<file path="src/sv/hmr_pkg.sv">
// hmr_pkg: shared widths, constants and item types for the histogram mean/RMS block.
// No dependencies; compiled first.
package hmr_pkg;

    // input item fields
    localparam int BIN_W       = 5;
    localparam int CNT_IN_W    = 16;
    localparam int SLOT_INPUTS = 4;

    // histogram shape
    localparam int NUM_BINS    = 32;
    localparam int NUM_SLOTS   = 4;
    localparam int COUNT_BITS  = 16;

    // default fraction bits of the mean/RMS outputs
    localparam int FRAC_BITS_DFLT = 16;

    // result and accumulator widths
    localparam int OUT_W = 21;
    localparam int ENT_W = 23;
    localparam int WS_W  = 27;
    localparam int SQ_W  = 32;

    localparam int QUEUE_DEPTH = 4;

    localparam int USED_SLOTS = (NUM_SLOTS < SLOT_INPUTS) ? NUM_SLOTS : SLOT_INPUTS;
    localparam int USED_CBITS = (COUNT_BITS < CNT_IN_W) ? COUNT_BITS : CNT_IN_W;
    localparam int CNT_W      = $clog2(USED_SLOTS * ((1 << USED_CBITS) - 1) + 1);
    localparam int BSQ_W      = 2 * BIN_W;

    // first bin index that is not accumulated (overflow bin and above)
    localparam logic [BIN_W:0] OVF_BIN = (BIN_W + 1)'(NUM_BINS - 1);

    localparam logic [OUT_W-1:0] OUT_MAX = {OUT_W{1'b1}};

    // one classified bin on its way to the accumulator
    typedef struct packed {
        logic [CNT_W-1:0] cnt;
        logic [BIN_W-1:0] bin;
        logic [BSQ_W-1:0] bin_sq;
        logic             last;
    } t_entry;

    // finished moments handed to the math unit
    typedef struct packed {
        logic             vld;
        logic [ENT_W-1:0] ent;
        logic [WS_W-1:0]  ws;
        logic [SQ_W-1:0]  sq;
    } t_mom_req;

endpackage

</file>
<file path="src/sv/hmr_in_if.sv">
// hmr_in_if: valid/ready channel carrying one histogram bin item.
// Depends on hmr_pkg.
interface hmr_in_if;
    import hmr_pkg::*;

    logic                valid;
    logic                ready;
    logic [BIN_W-1:0]    bin_index;
    logic [CNT_IN_W-1:0] count_slot0;
    logic [CNT_IN_W-1:0] count_slot1;
    logic [CNT_IN_W-1:0] count_slot2;
    logic [CNT_IN_W-1:0] count_slot3;
    logic                last_bin;

    modport source (
        output valid, bin_index, count_slot0, count_slot1, count_slot2, count_slot3,
               last_bin,
        input  ready
    );
    modport sink (
        input  valid, bin_index, count_slot0, count_slot1, count_slot2, count_slot3,
               last_bin,
        output ready
    );
endinterface

</file>
<file path="src/sv/hmr_front.sv">
// hmr_front: takes bin items, sums the slot counts, zeroes overflow bins, squares the index.
// Depends on hmr_pkg, hmr_in_if.
module hmr_front (
    input  logic            i_clk,
    input  logic            i_rst_n,
    hmr_in_if.sink          i_bin,
    output hmr_pkg::t_entry o_ent,
    output logic            o_ent_vld,
    input  logic            i_ent_rdy
);
    import hmr_pkg::*;

    logic                r_vld;
    t_entry              r_ent;
    t_entry              n_ent;
    logic [CNT_IN_W-1:0] slot [SLOT_INPUTS];
    logic [CNT_W-1:0]    cnt_sum;
    logic                skip;

    assign slot[0] = i_bin.count_slot0;
    assign slot[1] = i_bin.count_slot1;
    assign slot[2] = i_bin.count_slot2;
    assign slot[3] = i_bin.count_slot3;

    assign skip = ({1'b0, i_bin.bin_index} >= OVF_BIN);

    always_comb begin
        cnt_sum = '0;
        for (int i = 0; i < USED_SLOTS; i++) begin
            cnt_sum = cnt_sum + CNT_W'(slot[i][USED_CBITS-1:0]);
        end
    end

    always_comb begin
        n_ent.cnt    = skip ? '0 : cnt_sum;
        n_ent.bin    = i_bin.bin_index;
        n_ent.bin_sq = BSQ_W'(i_bin.bin_index) * BSQ_W'(i_bin.bin_index);
        n_ent.last   = i_bin.last_bin;
    end

    assign i_bin.ready = !r_vld || i_ent_rdy;

    always_ff @(posedge i_clk) begin
        if (!i_rst_n) begin
            r_vld <= 1'b0;
        end else if (i_bin.ready) begin
            r_vld <= i_bin.valid;
        end
    end

    always_ff @(posedge i_clk) begin
        if (i_bin.valid && i_bin.ready) begin
            r_ent <= n_ent;
        end
    end

    assign o_ent     = r_ent;
    assign o_ent_vld = r_vld;

endmodule

</file>
<file path="src/flat_wrapper.sv">
// flat-port wrapper written by rule: the top's interface ports become plain ports
module hmr_front_flat import hmr_pkg::*;
  (i_clk, i_rst_n, o_ent, o_ent_vld, i_ent_rdy, i_bin_valid, i_bin_bin_index, i_bin_count_slot0, i_bin_count_slot1, i_bin_count_slot2, i_bin_count_slot3, i_bin_last_bin, i_bin_ready);
  hmr_in_if i_bin_i ();
  input  logic i_clk;
  input  logic i_rst_n;
  output hmr_pkg::t_entry o_ent;
  output logic o_ent_vld;
  input  logic i_ent_rdy;
  input wire logic [$bits(i_bin_i.valid)-1:0] i_bin_valid;
  input wire logic [$bits(i_bin_i.bin_index)-1:0] i_bin_bin_index;
  input wire logic [$bits(i_bin_i.count_slot0)-1:0] i_bin_count_slot0;
  input wire logic [$bits(i_bin_i.count_slot1)-1:0] i_bin_count_slot1;
  input wire logic [$bits(i_bin_i.count_slot2)-1:0] i_bin_count_slot2;
  input wire logic [$bits(i_bin_i.count_slot3)-1:0] i_bin_count_slot3;
  input wire logic [$bits(i_bin_i.last_bin)-1:0] i_bin_last_bin;
  output wire logic [$bits(i_bin_i.ready)-1:0] i_bin_ready;
  assign i_bin_i.valid = i_bin_valid;
  assign i_bin_i.bin_index = i_bin_bin_index;
  assign i_bin_i.count_slot0 = i_bin_count_slot0;
  assign i_bin_i.count_slot1 = i_bin_count_slot1;
  assign i_bin_i.count_slot2 = i_bin_count_slot2;
  assign i_bin_i.count_slot3 = i_bin_count_slot3;
  assign i_bin_i.last_bin = i_bin_last_bin;
  assign i_bin_ready = i_bin_i.ready;
  hmr_front u_core (.i_clk(i_clk), .i_rst_n(i_rst_n), .i_bin(i_bin_i), .o_ent(o_ent), .o_ent_vld(o_ent_vld), .i_ent_rdy(i_ent_rdy));
endmodule
</file>
<file path="config.mk">
export PLATFORM = sky130hd
export DESIGN_NAME = hmr_front_flat
export DESIGN_NICKNAME = d
export VERILOG_FILES = /design/src/sv/hmr_pkg.sv /design/src/sv/hmr_in_if.sv /design/src/sv/hmr_front.sv /design/src/flat_wrapper.sv
export SDC_FILE = /design/constraint.sdc
export NUM_CORES = 1
export LEC_CHECK = 0
export BUFFER_PORTS_ARGS = -buffer_cell sky130_fd_sc_hd__buf_2
export CORE_ASPECT_RATIO = 1.1
export CORE_UTILIZATION = 45
export CTS_CLUSTER_SIZE = 14
export DETAILED_ROUTE_END_ITERATION = 6
export PLACE_DENSITY = 0.8
export SETUP_SLACK_MARGIN = 0.3
export SLEW_MARGIN = 20
export SYNTH_ARGS = -nofsm -noshare
export SYNTH_HDL_FRONTEND = slang
export SYNTH_SLANG_ARGS = --single-unit
</file>
<file path="constraint.sdc">
create_clock -name i_clk -period 7.23 [get_ports i_clk]
set_input_delay 1.446 -clock i_clk [delete_from_list [all_inputs] [get_ports i_clk]]
set_output_delay 1.446 -clock i_clk [all_outputs]
set_load 0.05 [all_outputs]
</file>
### Word-level counts from Yosys, hierarchy flattened

Index checks and enable logic that the tools add are counted.

| word-level totals | value |
|---|---|
| flip-flop bits (word level) | 35 |
| input bits | 74 |
| output and inout bits | 36 |

| operators by class | value |
|---|---|
| add/sub/neg operators | 3 |
| multiply operators | 1 |
| magnitude comparators | 1 |
| reductions and logical operators | 3 |

Operators with widths:

| cell | count |
|---|---|
| adder 18 x 16 -> 18 bit | 2 |
| adder 16 x 16 -> 17 bit | 1 |
| multiplier 5 x 5 -> 10 bit | 1 |
| greater-or-equal comparator 5 bit (second input constant) | 1 |
| logical AND 1 bit | 1 |
| logical NOT 1 bit | 1 |
| logical OR 1 bit | 1 |

### Depth between registers and ports, before layout

Gate-level depths: netlist of run 1.

| depth | value |
|---|---|
| depth after elaboration | 3 |
| depth in mapped cells | 19 |
| depth with buffers taken out | 18 |

### Worst setup path before layout of run 1

No wires, ideal clock.

| path | value |
|---|---|
| kind | input-to-reg |
| start point | input i_bin_count_slot1[1] |
| end point | register u_core.r_ent (netlist bit u_core.o_ent[30]) (data pin) |
| arrival time | 4,545 ps |
| data required time | 6,964 ps |
| path slack | 2,419 ps |
| cell stages on the path | 15 |
| path buffers | 0 |
| cell sequence | ha_1 > a211oi_1 > o21ai_0 > o31ai_1 > o21ai_0 > xnor2_1 > fa_1 > inv_1 > ha_1 > a21o_1 > a21o_1 > a221oi_1 > o21ai_0 > xnor2_1 > nor2_1 |

| on the way | value |
|---|---|
| word-level cells in the longest chain between the ends | 3 |

Ends and longest elaborated chain:

| item | RTL line | source |
|---|---|---|
| from (decl) | flat_wrapper.sv:13 | `input wire logic [$bits(i_bin_i.count_slot1)-1:0] i_bin_count_slot1;` |
| adder 16 x 16 -> 17 bit | hmr_front.sv:30 | `cnt_sum = cnt_sum + CNT_W'(slot[i][USED_CBITS-1:0]);` |
| adder 18 x 16 -> 18 bit (2 in series) | hmr_front.sv:30 |  |
| to (signal assigned) | hmr_front.sv:53 | `r_ent <= n_ent;` |
| to (decl) | hmr_front.sv:14 | `t_entry r_ent;` |

No other way between the ends.
A chain may end at the register's enable or synchronous reset.

### Worst setup path after layout of run 1

Same ends and word-level chain as after synthesis.

==> results of run 1 <==
-- state kept, by name (all words and copies together) (netlist names) --
name,count
u_core.o_ent,32
u_core.o_ent_vld,1
-- power by group through the flow --
stage	logic, mW	registers, mW	clock network, mW
detailed placement	0.703	0.306	0
global route	0.785	0.304	0.188
floorplan	0.385	0.468	0
CTS	0.705	0.301	0.179
finish	0.704	0.300	0.175
global placement	0.679	0.305	0
-- cell type report --
type | count | area share
Multi-Input combinational cell | 272 | 0.525
Sequential cell | 33 | 0.229
Timing Repair Buffer | 109 | 0.128
Inverter | 69 | 0.0605
Tap cell | 105 | 0.0307
Clock buffer | 7 | 0.0202
Clock inverter | 1 | 0.00701
-- critical path, stage by stage --
cell	delay, ns
sky130_fd_sc_hd__buf_2	0.10
sky130_fd_sc_hd__ha_1	0.30
sky130_fd_sc_hd__a211oi_1	0.25
sky130_fd_sc_hd__o21ai_0	0.27
sky130_fd_sc_hd__o31ai_1	0.40
sky130_fd_sc_hd__o21ai_0	0.21
sky130_fd_sc_hd__xnor2_1	0.18
sky130_fd_sc_hd__fa_1	0.48
sky130_fd_sc_hd__inv_1	0.04
sky130_fd_sc_hd__ha_1	0.38
sky130_fd_sc_hd__a21o_1	0.22
sky130_fd_sc_hd__a21o_1	0.18
sky130_fd_sc_hd__a221oi_1	0.26
sky130_fd_sc_hd__o21ai_0	0.15
sky130_fd_sc_hd__xnor2_1	0.15
sky130_fd_sc_hd__nor2_1	0.05
-- worst paths after layout --
kind                                            from                to  slack [ns]  cells past startpoint
worst max-delay path            i_bin_count_slot1[1]  u_core.o_ent[30]        2.18                     16
worst max register to register      u_core.o_ent_vld  u_core.o_ent[10]        6.01                      3
worst min-delay path                u_core.o_ent_vld  u_core.o_ent_vld        0.53                      2
worst min register to register      u_core.o_ent_vld  u_core.o_ent_vld        0.53                      2
-- cell families after synthesis --
logic type / share of synthesized area
flip-flops: 0.279
AO/OA/AOI/OAI: 0.179
AND/OR/NAND/NOR: 0.121
buffers and inverters: 0.0831
other: 0.00106
multiplexers: 0.00568
adder cells (fa/ha/maj): 0.269
XOR/XNOR: 0.0622
-- through the flow --
| step | utilization | hold WS, ns |
|---|---|---|
| finish | 0.570 | 0.531 |
| global route | 0.570 | 0.583 |
| CTS | 0.570 | 0.542 |
| detailed placement | 0.555 | 0.533 |
| global placement | 0.555 | 0.500 |
| floorplan | - | 1.15 |
-- cell usage after synthesis, types with 3 or more instances --
| master | count |
|---|---|
| sky130_fd_sc_hd__clkbuf_1 | 4 |
| sky130_fd_sc_hd__nand2b_1 | 7 |
| sky130_fd_sc_hd__a21oi_1 | 22 |
| sky130_fd_sc_hd__nand4_1 | 3 |
| sky130_fd_sc_hd__a21o_1 | 13 |
| sky130_fd_sc_hd__and2_1 | 11 |
| sky130_fd_sc_hd__o21bai_1 | 3 |
| sky130_fd_sc_hd__and3_1 | 5 |
| sky130_fd_sc_hd__inv_1 | 69 |
| sky130_fd_sc_hd__nand3_1 | 5 |
| sky130_fd_sc_hd__fa_1 | 21 |
| sky130_fd_sc_hd__edfxtp_1 | 32 |
| sky130_fd_sc_hd__a31oi_1 | 4 |
| sky130_fd_sc_hd__o21ai_0 | 24 |
| sky130_fd_sc_hd__nor2b_1 | 9 |
| sky130_fd_sc_hd__nor2_1 | 21 |
| sky130_fd_sc_hd__a211oi_1 | 7 |
| sky130_fd_sc_hd__nand2_1 | 18 |
| sky130_fd_sc_hd__ha_1 | 42 |
| sky130_fd_sc_hd__o21a_1 | 6 |
| sky130_fd_sc_hd__xor2_1 | 11 |
| sky130_fd_sc_hd__nor3_1 | 3 |
| sky130_fd_sc_hd__xnor2_1 | 14 |
-- per-layer routing --
metal / vias to the layer above / track usage
met2: 107 / 0.342
li1: 1517 / -
met1: 1378 / 0.210
met3: 13 / 0.0245
met4: 0 / 0.0542
met5: - / 0
==> out/metrics.yaml, run 1 <==
outcome: "completed"
nets: 627
synthesis.area_um2: 3520
count_of_antenna_violating_nets_left_after_detailed_routing: 0
ctsHtreeMaxLevel: 2
ys.warnings.count: 0
finalPower_mw: 1.18
placed_cells: 588
tightestPinTransition_ns: 0.587
worst-endpoint-required_ns: 7.25
detailroute.via_count: 3015
worst-setup-path-type: "in -> reg"
power_frac_comb: 0.597
max_clock_freq_ghz: 0.198
post-cts-setup-buffer-count: 0
yosysTopAreaCellShare: 0.273
setup_tns_final_ns: 0
clock_power_share: 0.149
vias_per_cell: 5.06
grt_remaining_overflow: 0
finalHoldViolations: 0
setup_viol_count_final: 0
root_buf_cell: "sky130_fd_sc_hd__clkbuf_8"
cellInternalPower_uw: 645
met2RoutedLength_um: 3510
commonest_cells_after_routing_fill_and_taps_aside: "sky130_fd_sc_hd__buf_2, sky130_fd_sc_hd__inv_1, sky130_fd_sc_hd__ha_1"
postSynth.asyncResetShare: 0
detail_route.iter0.violations: 108
initial_core_util: 0.469
numCtsBuffers: 5
route.met3.wl_um: 375
max-slew-margin-rel: 0.605
die_w_um: 86.4
detailed_place.area_um2: 4170
num_io_pins: 110
ys_dominant_reg_cell: "sky130_fd_sc_hd__edfxtp_1"
cts.reportedPaths.clkPinSlew_ns: 0.06
multi_input_comb_area_um2: 2250
synth.distinct_cells: 45
critPathArrivalTime_ns: 5.07
finish.instance_area_um2: 4280
die_y_um: 94.8
finalNonFillerCells: 596
hold_buffers: 0
grt_use_total: 0.181
final_common_cell: "sky130_fd_sc_hd__buf_2"
tritoncts_clock_tree: "yes"
detail_route.drc_violations: 0
antenna_violations_before_repair: 0
syn-instance-count: 381
maximum_clock_skew_at_final_layout_ns: 0.00523
grt_pass1_wl_um: 11900
min_path_type: "reg -> reg"
start_kind: "primary input"
layout-drive-gt1-share: 0.248
synthToLayoutAreaGrowth_pct: 21.6
die_area_um2: 8180
layout.filler_cells: 703
first_pass_iters: 4
preCtsSetupSlack_ns: 1.95
ir_worst_vdd_v: 0.000115
power_leakage_nw: 2.21
min_period_ns: 5.05
layout.area.seq_um2: 981
detail_route.wl_per_cell_um: 11.7
cts_buffer_depth: 2
m1WireLength_um: 3010
finalWorstSetupSlack_ns: 2.18
p_sw_uw: 535
portBuffers: 108
final-max-slew-violation-count: 0
postSynthAreaPerCell_um2: 9.24
final_min_period_over_clock_period: 0.698
pin_count_of_the_biggest_net_entering_global_routing: 33
clk-insertion-delay-late_ns: 0.28
diodes: 0
cts_resized: 0
grt_setup_unrepaired: "false"
synth_sequential_area_ratio: 0.279
globalplace.congestion: 0.918
worst_setup_path_end_kind: "register"
top_sig_layer: "met4"
maximum_fanout_along_the_worst_path: 7
row_count: 33
synthesis.nets: 518
yosysTopAreaCell: "sky130_fd_sc_hd__edfxtp_1"
floorplan.core_area_um2: 7510
power.sequential.fraction: 0.254
vias_in_the_first_global_route: 2922
powerDensity_nw_per_um2: 275
ys_seq_elements: 33
wl_um: 6990
post-dp-hpwl_um: 5970
synth_area_leaders: "sky130_fd_sc_hd__edfxtp_1, sky130_fd_sc_hd__ha_1, sky130_fd_sc_hd__fa_1"
drv.max_cap_violation_count: 0
switching_share: 0.454
synth_enable_flop_cells: 32
cts.sinks: 33
Power figures use the tool's default switching activity.
==> inputs of run 2 (changes only) <==
--- a/config.mk
+++ b/config.mk
@@ -10,7 +10,7 @@
 export CORE_UTILIZATION = 45
 export CTS_CLUSTER_SIZE = 14
 export DETAILED_ROUTE_END_ITERATION = 6
-export PLACE_DENSITY = 0.8
+export PLACE_DENSITY = 0.82
 export SETUP_SLACK_MARGIN = 0.3
 export SLEW_MARGIN = 20
 export SYNTH_ARGS = -nofsm -noshare
==> constraint.sdc (replaced) <==
create_clock -name i_clk -period 4.3 [get_ports i_clk]
set_input_delay 0.86 -clock i_clk [delete_from_list [all_inputs] [get_ports i_clk]]
set_output_delay 0.86 -clock i_clk [all_outputs]
set_load 0.05 [all_outputs]
==> run 2 against run 1 <==
Compared with the run above: sequential share of layout area shrank 1.6 points; first-iteration DRC count shrank 49%; clock skew increased by 0.0010 ns; sequential power increased by 68%; clock power up 69%; power rose by 84%; setup slack worse by 1.9 ns.
==> out/metrics.yaml, run 2 (synthesized netlist as in run 1, its figures left out) <==
vias_in_the_first_global_route: 3092  # +5.8%
max_clock_freq_ghz: 0.249
min_period_ns: 4.02
ctsHtreeMaxLevel: 2  # unchanged
grt_setup_unrepaired: "true"
die_area_um2: 8180  # unchanged
min_path_type: "reg -> reg"
cp_num_buf_inv: 3  # +1
nets: 645  # +2.9%
cp_top_family: "compound AO/OA/AOI/OAI gates"
switching_share: 0.443  # -0.0107
floorplan.core_area_um2: 7510  # unchanged
power_leakage_nw: 2.31  # +4.7%
clock_power_share: 0.136  # -0.013
portBuffers: 108  # unchanged
cts.sinks: 33  # unchanged
powerDensity_nw_per_um2: 470  # +71%
placed_cells: 601  # +2.2%
antenna_violations_before_repair: 0  # unchanged
tritoncts_clock_tree: "yes"
commonest_cells_after_routing_fill_and_taps_aside: "sky130_fd_sc_hd__buf_2, sky130_fd_sc_hd__inv_1, sky130_fd_sc_hd__ha_1"
worst_setup_path_end_kind: "register"
drv.max_cap_violation_count: 0  # unchanged
timing.hold.worst_endpoint: "u_core.o_ent_vld"
first_pass_iters: 4  # unchanged
critical_path.max_stage_delay_ns: 0.45  # -0.03 ns
grt_remaining_overflow: 0  # unchanged
detail_route.drc_violations: 0  # unchanged
outcome: "completed"
layout.filler_cells: 646  # -8.1%
diodes: 0  # unchanged
cts_buffer_depth: 2  # unchanged
die_w_um: 86.4  # unchanged
wl_um: 7440  # +6.5%
finalNonFillerCells: 614  # +3.0%
grt_use_total: 0.186  # +0.00512
timing.critical_path.slowest_stage_cell: "sky130_fd_sc_hd__fa_1"
finalPower_mw: 2.17  # +84%
power_frac_comb: 0.632  # +0.035
worst-setup-path-type: "in -> reg"
row_count: 33  # unchanged
detail_route.wl_per_cell_um: 12.1  # +3.4%
power.sequential.fraction: 0.232  # -0.022
final_min_period_over_clock_period: 0.935
preCtsSetupSlack_ns: -0.0689  # -2.02 ns
finalHoldViolations: 0  # unchanged
rr_endpoint: "u_core.o_ent[33]"
post-dp-hpwl_um: 6140  # +2.8%
grt_pass1_wl_um: 12200  # +2.9%
postLayoutCoreUtil: 0.614  # +0.0440
min_from: "u_core.o_ent_vld"
clk-insertion-delay-late_ns: 0.28  # about the same
setup_viol_count_final: 0  # unchanged
cts.reportedPaths.clkPinSlew_ns: 0.06  # about the same
finalWorstSetupSlack_ns: 0.279  # -1.90 ns
ir_worst_vdd_v: 0.000184  # +60%
count_of_antenna_violating_nets_left_after_detailed_routing: 0  # unchanged
reg2reg_slack_ns: 3.09  # -2.92 ns
die_y_um: 94.8  # unchanged
num_io_pins: 110  # unchanged
final-max-slew-violation-count: 0  # unchanged
critPathArrivalTime_ns: 4.15  # -0.92 ns
detailroute.via_count: 3074  # +2.0%
timing.rr.start: "u_core.o_ent_vld"
worst-endpoint-required_ns: 4.43  # -2.82 ns
synthToLayoutAreaGrowth_pct: 31.0
hold_buffers: 0  # unchanged
vias_per_cell: 5.01  # -1.0%
final_common_cell: "sky130_fd_sc_hd__buf_2"
initial_core_util: 0.469  # unchanged
crit_chain: "buf_6 -> ha_4 -> inv_2 -> fa_2 -> nor2b_4 -> o31a_1 -> o21ai_1 -> nand2_1 -> a31oi_1 -> xor2_1 -> fa_1 -> inv_2 -> ha_4 -> a21oi_4 -> o21bai_1 -> a21oi_1 -> o21ai_2 -> a31oi_1 -> mux2i_1"
p_sw_uw: 961  # +80%
globalplace.congestion: 0.838  # -8.7%
largest_register_ffs: 32  # unchanged
timing.critical_path.from: "i_bin_count_slot1[0]"
layout-drive-gt1-share: 0.332  # +0.0836
root_buf_cell: "sky130_fd_sc_hd__clkbuf_8"
maximum_clock_skew_at_final_layout_ns: 0.00627  # +0.00104 ns
numCtsBuffers: 5  # unchanged
whs_path_depth: 2  # unchanged
detail_route.iter0.violations: 55  # -49%
maximum_fanout_along_the_worst_path: 6  # -1
cellInternalPower_mw: 1.21  # +87%
number_of_cells_on_the_worst_reg_to_reg_path: 3  # unchanged
pin_count_of_the_biggest_net_entering_global_routing: 33  # unchanged
start_kind: "primary input"
setup_tns_final_ns: 0  # unchanged
==> run 2: changes by cell type in the layout (fill, tap and decap cells not counted), moves of 5 or more <==
cell	change
sky130_fd_sc_hd__ha_4	+7
sky130_fd_sc_hd__a21oi_1	-5
sky130_fd_sc_hd__buf_4	+18
sky130_fd_sc_hd__ha_1	-8
sky130_fd_sc_hd__o21ai_0	-8
==> run 2: worst max-delay path by stage <==
stage                                  end  slack [ns]  depth (start not counted)
after global placement    u_core.o_ent[31]        0.01                         19
final                     u_core.o_ent[31]        0.28                         19
after detailed placement  u_core.o_ent[30]       -0.07                         17
after floorplan           u_core.o_ent[30]        0.29                         16
after CTS                 u_core.o_ent[30]        0.29                         17
after global routing      u_core.o_ent[31]         0.1                         19
==> run 2: worst min-delay path, stage by stage, from the launching register on <==
cell and delay [ns]:
sky130_fd_sc_hd__dfxtp_1 0.30, sky130_fd_sc_hd__nand2b_1 0.09, sky130_fd_sc_hd__a21boi_0 0.09
==> run 2: power groups by stage <==
stage | sequential [mW] | combinational (mW) | clock (mW)
global placement | 0.512 | 1.24 | 0
detailed placement | 0.511 | 1.27 | 0
finish | 0.503 | 1.37 | 0.296
CTS | 0.504 | 1.29 | 0.301
floorplan | 0.787 | 0.688 | 0
global route | 0.513 | 1.51 | 0.310
==> run 2: per-stage QoR <==
stage / instance area (µm²) / hold slack (ns)
finish: 4610 / 0.528
global route: 4610 / 0.551
detailed placement: 4330 / 0.531
global placement: 4330 / 0.499
floorplan: 3600 / 0.959
CTS: 4470 / 0.537
==> run 2: routing by layer <==
metal | GRT usage | up-vias | part of all wire
li1 | - | 1549 | -
met1 | 0.194 | 1399 | 0.40
met2 | 0.377 | 112 | 0.53
met3 | 0.0306 | 14 | 0.055
met4 | 0.0500 | 0 | 0.015
met5 | 0 | - | 0
==> run 2: area by class of cell <==
type                            instances  area, µm²  share of cell area
Inverter                               69        259              0.0561
Clock buffer                            7       86.3              0.0187
Sequential cell                        33        981               0.213
Multi-Input combinational cell        272       2430               0.527
Timing Repair Buffer                  127        696               0.151
Tap cell                              105        131              0.0285
Clock inverter                          1       30.0             0.00651
==> run 2: what timing repair did <==
action	in CTS	in global routing
resized for setup	4	25
pin swaps	11	28
gates cloned	0	0
setup endpoints to repair	4	10
buffers inserted	1	4
